## src/rtl/u8vc_pkg.sv

```systemverilog
`timescale 1ns / 1ps
// ----------------------------------------------------------------------------
// u8vc_pkg
// Shared types and constants for the UTF-8 stream validate and count unit.
// ----------------------------------------------------------------------------
package u8vc_pkg;

  localparam int unsigned BYTE_W  = 8;
  localparam int unsigned SKIP_W  = 2;
  localparam int unsigned COUNT_W = 17;

  // Code point count saturates at the longest supported text
  localparam logic [COUNT_W-1:0] COUNT_CAP = 17'd65536;

  // One byte of text as held in the input stage
  typedef struct packed {
    logic [BYTE_W-1:0] text_byte;
    logic              final_byte;
  } u8vc_item_t;

  // One result as held in the output stage
  typedef struct packed {
    logic               is_valid;
    logic [COUNT_W-1:0] codepoint_total;
  } u8vc_result_t;

endpackage : u8vc_pkg

```

## src/rtl/u8vc_in_reg.sv

```systemverilog
`timescale 1ns / 1ps
// ----------------------------------------------------------------------------
// u8vc_in_reg
// Input register stage: captures one byte per cycle unless stalled and hands
// it to the tracker when the tracker can take it.
// ----------------------------------------------------------------------------
module u8vc_in_reg
  import u8vc_pkg::*;
(
  input  logic              clk,
  input  logic              rst_n,
  input  logic              in_valid,
  output logic              in_stall,
  input  logic [BYTE_W-1:0] in_text_byte,
  input  logic              in_final_byte,
  input  logic              go,
  output logic              stage_vld,
  output u8vc_item_t        stage_item
);

  logic       vld_r;
  logic       vld_nxt;
  u8vc_item_t item_r;
  logic       take;

  // Hold the byte only while it waits for a free output slot
  assign in_stall = vld_r && !go;
  assign take     = in_valid && !in_stall;

  always_comb begin
    vld_nxt = vld_r;
    if (take) begin
      vld_nxt = 1'b1;
    end else if (go) begin
      vld_nxt = 1'b0;
    end
  end

  always_ff @(posedge clk) begin
    if (!rst_n) begin
      vld_r <= 1'b0;
    end else begin
      vld_r <= vld_nxt;
    end
  end

  always_ff @(posedge clk) begin
    if (take) begin
      item_r.text_byte  <= in_text_byte;
      item_r.final_byte <= in_final_byte;
    end
  end

  assign stage_vld  = vld_r;
  assign stage_item = item_r;

endmodule : u8vc_in_reg

```

## src/rtl/u8vc_track.sv

```systemverilog
`timescale 1ns / 1ps
// ----------------------------------------------------------------------------
// u8vc_track
// Per-text state and the one-byte step: lead decode, continuation check,
// saturating code point count.
// ----------------------------------------------------------------------------
module u8vc_track
  import u8vc_pkg::*;
(
  input  logic         clk,
  input  logic         rst_n,
  input  logic         go,
  input  u8vc_item_t   item,
  output u8vc_result_t result
);

  logic [SKIP_W-1:0]  skip_r;
  logic [SKIP_W-1:0]  skip_nxt;
  logic               err_r;
  logic               err_nxt;
  logic [COUNT_W-1:0] count_r;
  logic [COUNT_W-1:0] count_nxt;

  always_comb begin
    skip_nxt  = skip_r;
    err_nxt   = err_r;
    count_nxt = count_r;
    if (skip_r != '0) begin
      if (item.text_byte[7:6] != 2'b10) begin
        err_nxt = 1'b1;
      end
      skip_nxt = skip_r - 1'b1;
    end else begin
      if (count_r < COUNT_CAP) begin
        count_nxt = count_r + 1'b1;
      end
      case (item.text_byte) inside
        [8'h00:8'h7F]: skip_nxt = 2'd0;
        [8'hC0:8'hDF]: skip_nxt = 2'd1;
        [8'hE0:8'hEF]: skip_nxt = 2'd2;
        [8'hF0:8'hF7]: skip_nxt = 2'd3;
        default: begin
          // stray continuation or impossible lead
          skip_nxt = 2'd0;
          err_nxt  = 1'b1;
        end
      endcase
    end
  end

  assign result.is_valid        = !err_nxt && (skip_nxt == '0);
  assign result.codepoint_total = count_nxt;

  always_ff @(posedge clk) begin
    if (!rst_n) begin
      skip_r  <= '0;
      err_r   <= 1'b0;
      count_r <= '0;
    end else if (go) begin
      if (item.final_byte) begin
        // clear for the next text
        skip_r  <= '0;
        err_r   <= 1'b0;
        count_r <= '0;
      end else begin
        skip_r  <= skip_nxt;
        err_r   <= err_nxt;
        count_r <= count_nxt;
      end
    end
  end

endmodule : u8vc_track

```

## src/rtl/u8vc_out_reg.sv

```systemverilog
`timescale 1ns / 1ps
// ----------------------------------------------------------------------------
// u8vc_out_reg
// Output register: holds one finished result until the sink takes it.
// ----------------------------------------------------------------------------
module u8vc_out_reg
  import u8vc_pkg::*;
(
  input  logic               clk,
  input  logic               rst_n,
  input  logic               load,
  input  u8vc_result_t       result,
  output logic               free,
  output logic               out_valid,
  input  logic               out_stall,
  output logic               out_is_valid,
  output logic [COUNT_W-1:0] out_codepoint_total
);

  logic         vld_r;
  logic         vld_nxt;
  u8vc_result_t res_r;

  assign free = !vld_r || !out_stall;

  always_comb begin
    vld_nxt = vld_r;
    if (load) begin
      vld_nxt = 1'b1;
    end else if (!out_stall) begin
      vld_nxt = 1'b0;
    end
  end

  always_ff @(posedge clk) begin
    if (!rst_n) begin
      vld_r <= 1'b0;
    end else begin
      vld_r <= vld_nxt;
    end
  end

  always_ff @(posedge clk) begin
    if (load) begin
      res_r <= result;
    end
  end

  assign out_valid           = vld_r;
  assign out_is_valid        = res_r.is_valid;
  assign out_codepoint_total = res_r.codepoint_total;

endmodule : u8vc_out_reg

```

## src/rtl/utf8_stream_validate_count_unit.sv

```systemverilog
`timescale 1ns / 1ps
// ----------------------------------------------------------------------------
// utf8_stream_validate_count_unit
// Structural UTF-8 check and code point count over a byte stream.
// ----------------------------------------------------------------------------
// Takes one byte per clock while in_stall is low; the byte flagged final
// closes the text and yields one transaction on the out channel (is_valid,
// codepoint_total), the other bytes yield none. A result passes through the
// input register and then the output register. The rate is one byte per
// cycle, set by the state update in the tracker; a stalled result holds the
// input only when the byte waiting in the input register is itself a final
// byte. Overlong forms and surrogates pass; the count saturates at 65536. No
// clearing after reset.
module utf8_stream_validate_count_unit
  import u8vc_pkg::*;
(
  input  logic               clk,
  input  logic               rst_n,
  input  logic               in_valid,
  output logic               in_stall,
  input  logic [BYTE_W-1:0]  in_text_byte,
  input  logic               in_final_byte,
  output logic               out_valid,
  input  logic               out_stall,
  output logic               out_is_valid,
  output logic [COUNT_W-1:0] out_codepoint_total
);

  logic         stage_vld;
  u8vc_item_t   stage_item;
  u8vc_result_t result;
  logic         out_free;
  logic         go;
  logic         load;

  // Advance the byte unless it is final and the output slot is taken
  assign go   = stage_vld && (!stage_item.final_byte || out_free);
  assign load = go && stage_item.final_byte;

  u8vc_in_reg u_in_reg (
    .clk           (clk),
    .rst_n         (rst_n),
    .in_valid      (in_valid),
    .in_stall      (in_stall),
    .in_text_byte  (in_text_byte),
    .in_final_byte (in_final_byte),
    .go            (go),
    .stage_vld     (stage_vld),
    .stage_item    (stage_item)
  );

  u8vc_track u_track (
    .clk    (clk),
    .rst_n  (rst_n),
    .go     (go),
    .item   (stage_item),
    .result (result)
  );

  u8vc_out_reg u_out_reg (
    .clk                 (clk),
    .rst_n               (rst_n),
    .load                (load),
    .result              (result),
    .free                (out_free),
    .out_valid           (out_valid),
    .out_stall           (out_stall),
    .out_is_valid        (out_is_valid),
    .out_codepoint_total (out_codepoint_total)
  );

endmodule : utf8_stream_validate_count_unit

```

## config.mk

```make
export PLATFORM = sky130hd
export DESIGN_NAME = utf8_stream_validate_count_unit
export DESIGN_NICKNAME = d
export VERILOG_FILES = /design/src/rtl/u8vc_pkg.sv /design/src/rtl/u8vc_in_reg.sv /design/src/rtl/u8vc_track.sv /design/src/rtl/u8vc_out_reg.sv /design/src/rtl/utf8_stream_validate_count_unit.sv
export SDC_FILE = /design/constraint.sdc
export NUM_CORES = 1
export LEC_CHECK = 0
export BUFFER_PORTS_ARGS = -buffer_cell sky130_fd_sc_hd__buf_2
export CAP_MARGIN = 20
export CORE_ASPECT_RATIO = 0.8
export CORE_MARGIN = 4
export CORE_UTILIZATION = 32
export DETAILED_ROUTE_END_ITERATION = 7
export RECOVER_POWER = 25
export SLEW_MARGIN = 0
export SYNTH_ARGS = -nofsm -noshare
export SYNTH_HDL_FRONTEND = slang
export SYNTH_SLANG_ARGS = --single-unit
```

## constraint.sdc

```tcl
create_clock -name clk -period 5.8 [get_ports clk]
set_input_delay 1.16 -clock clk [delete_from_list [all_inputs] [get_ports clk]]
set_output_delay 1.16 -clock clk [all_outputs]
set_load 0.02 [all_outputs]
```

Word level (Yosys, flattened, before mapping):

Cells that the tools add are included.

* add/sub/neg operators: 2
* order comparisons: 9
* eq/ne operators: 2
* multiplexer cells: 20
* reduce and logical (&&, ||, !) cells: 20

Operators with widths (count)
* 2-to-1 mux 17 bit: 3
* >= comparator 8 bit (second input constant): 3
* <= comparator 8 bit (second input constant): 3
* adder 17 x 1 -> 17 bit (second input constant): 1
* < comparator 17 bit (second input constant): 1
* 2-to-1 mux 2 bit: 6
* 2-to-1 mux 1 bit: 11
* logical AND 1 bit: 9
* >= comparator 8 x 1 -> 1 bit (second input constant): 1
* <= comparator 8 x 7 -> 1 bit (second input constant): 1
* logical NOT 1 bit: 6
* nonzero test 2 bit: 2
* logical NOT 2 bit: 1
* logical OR 1 bit: 2
* != test 2 x 1 -> 1 bit (second input constant): 1
* != test 2 bit (second input constant): 1
* subtractor 2 x 1 -> 2 bit (second input constant): 1

* register bits: 49
* input bits: 13
* output and inout port bits: 20
* logic and storage cells: 62

Logic depth before layout (Yosys ltp):

Gate-level depths: netlist of run 1.

* depth after elaboration: 9
* depth in mapped cells: 7
* depth with buffers taken out: 5

By module:

A second synthesis of run 1 with hierarchy kept.

* cells, all modules: 209
* area, all modules: 2247.2 um^2

Modules (own cells, without submodules)
* u8vc_track: times used 1, cells an instance 171, area each 1335.0 um^2, seq. area each 400.4 um^2
* u8vc_out_reg: times used 1, cells an instance 22, area each 575.6 um^2, seq. area each 560.5 um^2
* u8vc_in_reg: times used 1, cells an instance 13, area each 317.8 um^2, seq. area each 290.3 um^2
* utf8_stream_validate_count_unit: times used 1, cells an instance 3, area each 18.8 um^2, seq. area each 0.0 um^2

Least setup slack after synthesis of run 1:

Ideal clock, no wire load.

* kind: in2out
* start: input out_stall
* end: output in_stall
* arrival: 1.599 ns
* data required time: 4.640 ns
* slack: 3.041 ns
* cell stages on the path: 2
* buffers on the path: 0
* path through: nand2_1 -> nor2_1

* longest elaborated chain between the ends: 6

Ends and longest elaborated chain
* start: declaration: RTL line utf8_stream_validate_count_unit.sv:24 `input logic out_stall,`
* logical NOT 1 bit: RTL line u8vc_out_reg.sv:24 `assign free = !vld_r || !out_stall;`
* logical OR 1 bit: RTL line u8vc_out_reg.sv:24
* logical OR 1 bit: RTL line utf8_stream_validate_count_unit.sv:37 `assign go = stage_vld && (!stage_item.final_byte || out_free);`
* logical AND 1 bit: RTL line utf8_stream_validate_count_unit.sv:37
* logical NOT 1 bit: RTL line u8vc_in_reg.sv:27 `assign in_stall = vld_r && !go;`
* logical AND 1 bit: RTL line u8vc_in_reg.sv:27
* end: declaration: RTL line utf8_stream_validate_count_unit.sv:20 `output logic in_stall,`

Every way passes these cells.

Final worst setup path of run 1:

* start: register u_track.count_r[0]
* end: register u_track.count_r[10]

* longest elaborated chain between the ends: 4
* elaborated cells between the ends (all ways): 5
* classes of those cells: add/sub: 1; order compare: 1; mux: 3

Ends and longest elaborated chain
* start: declaration: RTL line u8vc_track.sv:21 `logic [COUNT_W-1:0] count_r;`
* start signal: assignment: RTL line u8vc_track.sv:68 `count_r <= count_nxt;`
* adder 17 x 1 -> 17 bit or < comparator 17 bit (tied branches): RTL line u8vc_track.sv:35, u8vc_track.sv:34
* 2-to-1 mux 17 bit (*): RTL line u8vc_track.sv:34 `if (count_r < COUNT_CAP) begin`
* 2-to-1 mux 17 bit (*): RTL line u8vc_track.sv:28 `if (skip_r != '0) begin`
* 2-to-1 mux 17 bit (*): RTL line u8vc_track.sv:60 `if (item.final_byte) begin`

Mark *: on every way between the ends. The rest lies on a longest branch, timed or not.
A chain may end at the register's enable or synchronous reset.

==> run summary, run 1 <==
status: finished, violations left
violations in the final reports: max-capacitance violations, max-slew violations
die outline area: 8230 um^2
DR iter-0 viols: 89
Max Clock Freq: 306.3 MHz
Hold Violations, Final: 0
pin count of the biggest net entering global routing: 21
post-synth top area share: 32.95%
synthesized flop and latch total: 46
Cell Count, Final, Fillers Out: 320
Synth Area in XOR/XNOR: 6.007%
synthesized-area fraction occupied by and/or/nand/nor cells: 22.65%
GR Util All Layers: 11.28%
worst hold margin: 452.3 ps
Total Power Consumption: 628.0 uW
placed cell count: 312
Synthesized Nets: 227
ratio of total power to cell area: 255.8 nW/um^2
Clock H-tree levels: 2
number of nets still failing antenna checks after routing: 0
detailed-placement wirelength estimate: 2936 um
synth-to-layout area growth: 12.24%
antenna violations before repair: 0
sequential fraction of the synthesis area: 53.09%
register clock-pin slew on the reported worst setup and hold paths: 80 ps
combinational family with the most area after synthesis: simple AND/OR/NAND/NOR gates
relative max-transition margin: -25.25%
worst setup path class: reg -> reg
Syn Std Cell Area: 2187 um^2
effective utilization at floorplan: 33.62%
area leader, netlist: sky130_fd_sc_hd__edfxtp_1
final number of max-transition violations: 10
count of warnings emitted by yosys: 0
accumulated negative setup slack: 0 ps
Syn Area/Cell: 10.27 um^2
RSZ-0062 raised after global routing: false
Die Ht: 81.95 um
overall via count from detail_route: 1654
Root Buffer: sky130_fd_sc_hd__clkbuf_8
Critical path buffers and inverters: 0
Routed WL: 4403 um
worst path arrival time: 3500 ps
type of the tightest min-delay check: reg -> reg
crit end category: flop
total leakage power: 0.8659 nW
cell family with the largest share of critical-path delay: simple AND/OR/NAND/NOR gates
first-pass GRT wire length: 7355 um
mean routed wirelength per cell: 13.76 um
max capacitance violation total: 1
die width: 100.4 um
global route overflow: 0
Setup Slack @ Placement: 2917 ps
drt pass-1 iters: 4
ranking of synthesized cells by area: sky130_fd_sc_hd__edfxtp_1, sky130_fd_sc_hd__dfxtp_1, sky130_fd_sc_hd__xor2_1, sky130_fd_sc_hd__a21oi_1, sky130_fd_sc_hd__nor2_1
post-cts resize count: 0
launching element type of the critical path: flop
DRC violation count after routing: 0
total number of nets in the final design: 249
core box area: 6506 um^2
area share of fa/ha/maj cells after synthesis: 0.5721%
peak ir drop on the vdd network: 0.09971 mV
maximum cell stage delay along the critical path: 1460 ps
number of distinct library cell variants in the gate-level netlist after synthesis: 40
crit-path cells: ha_1 > nor4b_1 > nand4_1 > or4_1 > nand3_1
count of buffers from port buffering: 29
I/O pins: 33
fin worst setup slack: 2535 ps
TritonCTS Sinks: 46
fraction of layout cells with a size suffix above 1: 16.95%
min Tclk post-route: 3265 ps
Ant. Diodes: 0
maximum net fanout on the critical path: 9
maximum buffer depth of the clock tree: 2
most common cell after layout, fill and taps aside: sky130_fd_sc_hd__buf_2
Synth Area in Compound Gates: 13.22%
data required time of the worst path: 6040 ps
Worst Skew: 5.744 ps
CTS Hold Bufs: 0
Cell Rows: 26
cell with the largest stage delay on the worst path: sky130_fd_sc_hd__nor4b_1
Post-CTS Repair Setup Buffers: 0
cell count after synthesis: 213
actual slew at the worst max-slew pin: 1853 ps
most frequent cells in the layout: sky130_fd_sc_hd__buf_2, sky130_fd_sc_hd__edfxtp_1, sky130_fd_sc_hd__dfxtp_1
CTS tree: done
average vias per placed instance: 5.169
number of global-route vias before repair: 1480
weighted congestion at the end of routability-driven global placement: 0.7420
number of clock buffers inserted by TritonCTS: 5
clock latency at the later pin of the worst-skew pair: 290 ps
portion of netlist area occupied by mux cells: 0.5149%
share of the clock period used by the worst path: 56.28%
setup violation total in the final timing report: 0
## kinds of logic (layout without fill, tap and decap cells)
| family | count (synthesis) | in the layout |
|---|---|---|
| XOR/XNOR | 15 | 15 |
| AND/OR/NAND/NOR | 85 | 85 |
| adder cells (fa/ha/maj) | 1 | 1 |
| buffers and inverters | 19 | 42 |
| AO/OA/AOI/OAI | 46 | 46 |
| multiplexers | 1 | 1 |
| flip-flops | 46 | 46 |
## tightest hold or removal path: stages, from the launching register on
cell	delay (ps)
sky130_fd_sc_hd__dfxtp_1	320
sky130_fd_sc_hd__inv_1	50
sky130_fd_sc_hd__a21oi_1	50
## report_power, final
group | switching (mW) | internal, mW
sequential | 0.00553 | 0.348
clock | 0.103 | 0.140
combinational | 0.0213 | 0.00932
total | 0.130 | 0.498
## per-layer routing
layer / up-vias / GRT usage, % / part of all wire [%]
li1: 837 / - / -
met1: 767 / 15.65 / 49
met2: 46 / 17.33 / 43
met3: 4 / 3.056 / 6.8
met4: 0 / 3.096 / 0.91
met5: - / 0 / 0
## sequential cells by signal, summed over array words and instances (netlist names)
signal	flops
u_out_reg.out_is_valid	1
u_track.err_r	1
u_in_reg.stage_vld	1
u_track.count_r	17
u_in_reg.stage_item	6
u_out_reg.out_valid	1
u_out_reg.out_codepoint_total	17
u_track.skip_r	2
## path summary, 6_finish.rpt
check                                                startpoint                                to  slack (ps)  depth (start not counted)
worst max-delay path            u_track.count_r[0]$_SDFFE_PN0P_  u_track.count_r[10]$_SDFFE_PN0P_        2540                          5
worst min-delay path                 u_track.err_r$_SDFFE_PN0P_        u_track.err_r$_SDFFE_PN0P_         450                          2
worst max register to register  u_track.count_r[0]$_SDFFE_PN0P_  u_track.count_r[10]$_SDFFE_PN0P_        2540                          5
worst min register to register       u_track.err_r$_SDFFE_PN0P_        u_track.err_r$_SDFFE_PN0P_         450                          2
## cells in the mapped netlist
cell type                    n
sky130_fd_sc_hd__o41ai_1     1
sky130_fd_sc_hd__clkinv_1    1
sky130_fd_sc_hd__mux2_2      1
sky130_fd_sc_hd__o311ai_0    1
sky130_fd_sc_hd__and3_2      1
sky130_fd_sc_hd__nor3_1      4
sky130_fd_sc_hd__nand3_1     9
sky130_fd_sc_hd__nor4b_4     2
sky130_fd_sc_hd__nand4_1    10
sky130_fd_sc_hd__xor2_1      9
sky130_fd_sc_hd__buf_6       1
sky130_fd_sc_hd__a2111oi_0   2
sky130_fd_sc_hd__a31o_2      1
sky130_fd_sc_hd__nor2_1     17
sky130_fd_sc_hd__buf_4       1
sky130_fd_sc_hd__nand2_1    16
sky130_fd_sc_hd__and3_1      1
sky130_fd_sc_hd__dfxtp_1    22
sky130_fd_sc_hd__nor2b_1     3
sky130_fd_sc_hd__a21oi_1    14
sky130_fd_sc_hd__a2bb2oi_1   1
sky130_fd_sc_hd__nand2b_1    3
sky130_fd_sc_hd__or4_1       8
sky130_fd_sc_hd__clkbuf_1    9
sky130_fd_sc_hd__buf_2       3
sky130_fd_sc_hd__o21ai_0    10
sky130_fd_sc_hd__a41oi_1     2
sky130_fd_sc_hd__or3_1       3
sky130_fd_sc_hd__inv_1       4
sky130_fd_sc_hd__nand3b_1    2
sky130_fd_sc_hd__a32o_1      1
sky130_fd_sc_hd__xnor2_1     6
sky130_fd_sc_hd__and4_1      3
sky130_fd_sc_hd__edfxtp_1   24
sky130_fd_sc_hd__and2_1      1
sky130_fd_sc_hd__a31oi_1     7
sky130_fd_sc_hd__ha_1        1
sky130_fd_sc_hd__or3b_2      1
sky130_fd_sc_hd__o211ai_1    6
sky130_fd_sc_hd__nand3_2     1
## per-stage QoR
stage	utilization (%)	cell area, um^2
after floorplan	-	2187
after global placement	36.42	2370
after detailed placement	36.42	2370
after CTS	38.21	2486
after global routing	37.73	2455
final	37.73	2455
## cell type report
cell class	count	area [um^2]
Multi-Input combinational cell	148	909.6
Inverter	5	18.77
Sequential cell	46	1161
Clock buffer	7	86.33
Clock inverter	1	30.03
Tap cell	84	105.1
Fill cell	680	4051
Timing Repair Buffer	29	143.9
No activity file was read; power rests on OpenSTA's default activity.
==> run 2, diff against run 1 <==
==> constraint.sdc (replaced) <==
create_clock -name clk -period 2.7 [get_ports clk]
set_input_delay 0.54 -clock clk [delete_from_list [all_inputs] [get_ports clk]]
set_output_delay 0.54 -clock clk [all_outputs]
set_load 0.02 [all_outputs]
==> run summary, run 2 (synthesis gave the netlist of run 1 again) <==
crit-path cells: nor4b_4 > nand4_1 > or4_1 > a31oi_1
worst setup path class: reg -> reg
die width: 100.4 um (unchanged)
Clock H-tree levels: 2 (unchanged)
core box area: 6506 um^2 (unchanged)
number of clock buffers inserted by TritonCTS: 5 (unchanged)
Routed WL: 4579 um (+4.0%)
share of the clock period used by the worst path: 79.40% (+23 points)
Cell Int Power: 951.5 uW (+91%)
final number of max-transition violations: 0 (-10)
worst min-delay path startpoint: in_text_byte[7]
maximum cell stage delay along the critical path: 620 ps (-840 ps)
most frequent cells in the layout: sky130_fd_sc_hd__edfxtp_1, sky130_fd_sc_hd__dfxtp_1, sky130_fd_sc_hd__nor2_1
Clock Power Share: 33.2% (-5.5 points)
fraction of layout cells with a size suffix above 1: 14.17% (-2.8 points)
DR iter-0 viols: 93 (+4.5%)
average vias per placed instance: 5.160 (-0.16%)
switching power as a share of total power: 23.20% (+2.5 points)
pin count of the biggest net entering global routing: 19 (-9.5%)
fin worst setup slack: 556.3 ps (-1979 ps)
register clock-pin slew on the reported worst setup and hold paths: 80 ps (about the same)
number of global-route vias before repair: 1584 (+7.0%)
I/O pins: 33 (unchanged)
Root Buffer: sky130_fd_sc_hd__clkbuf_8
worst r2r dst: u_track.count_r[11]$_SDFFE_PN0P_
CTS tree: done
antenna violations before repair: 0 (unchanged)
actual slew at the worst max-slew pin: 722.5 ps (-1130 ps)
NetSw: 287.4 uW (+120%)
worst path arrival time: 2370 ps (-1130 ps)
mean routed wirelength per cell: 14.13 um (+2.7%)
post-cts resize count: 0 (unchanged)
TritonCTS Sinks: 46 (unchanged)
effective utilization at floorplan: 33.62% (unchanged)
clock latency at the later pin of the worst-skew pair: 300 ps (about the same)
DRC violation count after routing: 0 (unchanged)
flop2flop setup slack: 560 ps (-1980 ps)
Setup Slack @ Placement: 589.9 ps (-2327 ps)
Die Ht: 81.95 um (unchanged)
overall via count from detail_route: 1672 (+1.1%)
RSZ-0062 raised after global routing: false
detailed-placement wirelength estimate: 3078 um (+4.8%)
cell with the largest stage delay on the worst path: sky130_fd_sc_hd__or4_1
CTS Hold Bufs: 0 (unchanged)
die outline area: 8230 um^2 (unchanged)
max capacitance violation total: 0 (-1)
register share of total power: 61.4% (+5.0 points)
drt pass-1 iters: 4 (unchanged)
relative max-transition margin: 51.78% (+77 points)
Hold Violations, Final: 0 (unchanged)
endpoint of the worst hold path: u_in_reg.stage_item[8]$_DFFE_PP_
first-pass GRT wire length: 7817 um (+6.3%)
Hold Path Stages: 1 (-1)
accumulated negative setup slack: 0 ps (unchanged)
share of total power in combinational logic: 5.4% (+0.5 points)
worst flop-to-flop path startpoint: u_track.skip_r[0]$_SDFFE_PN0P_
most common cell after layout, fill and taps aside: sky130_fd_sc_hd__edfxtp_1
DP Area: 2400 um^2 (+1.3%)
status: finished clean
type of the tightest min-delay check: in -> reg
crit end category: flop
total leakage power: 0.8453 nW (-2.4%)
Ant. Diodes: 0 (unchanged)
Max Clock Freq: 466.5 MHz (+52%)
min Tclk post-route: 2144 ps (-1121 ps)
data required time of the worst path: 2930 ps (-3110 ps)
cell count of the worst reg-to-reg path: 4 (-1)
global route overflow: 0 (unchanged)
count of buffers from port buffering: 29 (unchanged)
GR Util All Layers: 11.99% (+0.71 points)
weighted congestion at the end of routability-driven global placement: 0.7594 (+2.3%)
Worst Skew: 4.196 ps (-1.547 ps)
number of nets still failing antenna checks after routing: 0 (unchanged)
maximum net fanout on the critical path: 11 (+2)
first element of the critical path: u_track.skip_r[0]$_SDFFE_PN0P_
Cell Rows: 26 (unchanged)
launching element type of the critical path: flop
final design instance area without fill: 2470 um^2 (+0.61%)
fillcell total: 692 (+1.8%)
maximum buffer depth of the clock tree: 2 (unchanged)
peak ir drop on the vdd network: 0.1883 mV (+89%)
total number of nets in the final design: 253 (+1.6%)
ratio of total power to cell area: 501.6 nW/um^2 (+96%)
synth-to-layout area growth: 12.93%
Post-CTS Repair Setup Buffers: 0 (unchanged)
setup violation total in the final timing report: 0 (unchanged)
==> run 2: cell count changes in the layout (fill, tap and decap cells not counted), sizes merged <==
cell | before | now
clkbuf | 8 | 19
bufinv | 1 | 0
buf | 28 | 20
clkinv | 1 | 3
==> run 2: how the worst max path moves through the flow <==
stage	slack, ps	cells past startpoint	to
3_3_place_gp	580	4	u_track.count_r[11]$_SDFFE_PN0P_
3_5_place_dp	590	4	u_track.count_r[11]$_SDFFE_PN0P_
5_1_grt	370	4	u_track.count_r[13]$_SDFFE_PN0P_
6_report	560	4	u_track.count_r[11]$_SDFFE_PN0P_
4_1_cts	550	4	u_track.count_r[13]$_SDFFE_PN0P_
2_1_floorplan	880	5	u_track.count_r[10]$_SDFFE_PN0P_
==> run 2: power by group through the flow <==
stage          Sequential (mW)  Clock, mW  Combinational, mW
5_1_grt                  0.764      0.466             0.0744
4_1_cts                  0.761      0.428             0.0690
3_5_place_dp             0.777          0             0.0689
6_report                 0.761      0.411             0.0663
2_1_floorplan            0.782          0             0.0357
3_3_place_gp             0.777          0             0.0681
==> run 2: final cells by class <==
cell class,count,area [um^2],area share (%)
clock buffer,6,72.57,2.938
multi-input combinational,148,939.7,38.04
inverter,5,18.77,0.7599
timing repair buffer,33,158.9,6.434
sequential,46,1161,47.01
clock inverter,2,13.76,0.5572
tap,84,105.1,4.255
==> run 2: worst max-delay path, delay by kind of cell, from the launching register on <==
kind | cells | cell delay (ps)
compound gates | 1 | 160
simple gates | 3 | 1460
flops | 1 | 450
==> run 2: layer usage <==
metal | wire, um | up-vias | global-route usage [%] | share of wire, %
li1 | - | 848 | - | -
met1 | 2236 | 776 | 16.71 | 49
met2 | 1980 | 44 | 18.25 | 43
met3 | 322 | 4 | 3.141 | 7.0
met4 | 39 | 0 | 3.634 | 0.85
met5 | 0 | - | 0 | 0
==> run 2: through the flow <==
step / utilization, % / instances / hold slack [ps] / power (mW)
2_1_floorplan: - / 213 / 422.6 / 0.8174
3_3_place_gp: 36.88 / 316 / 435.5 / 0.8452
3_5_place_dp: 36.88 / 316 / 449.9 / 0.8463
4_1_cts: 38.21 / 324 / 402.7 / 1.258
5_1_grt: 37.96 / 324 / 397.4 / 1.304
6_report: 37.96 / 324 / 412.5 / 1.239
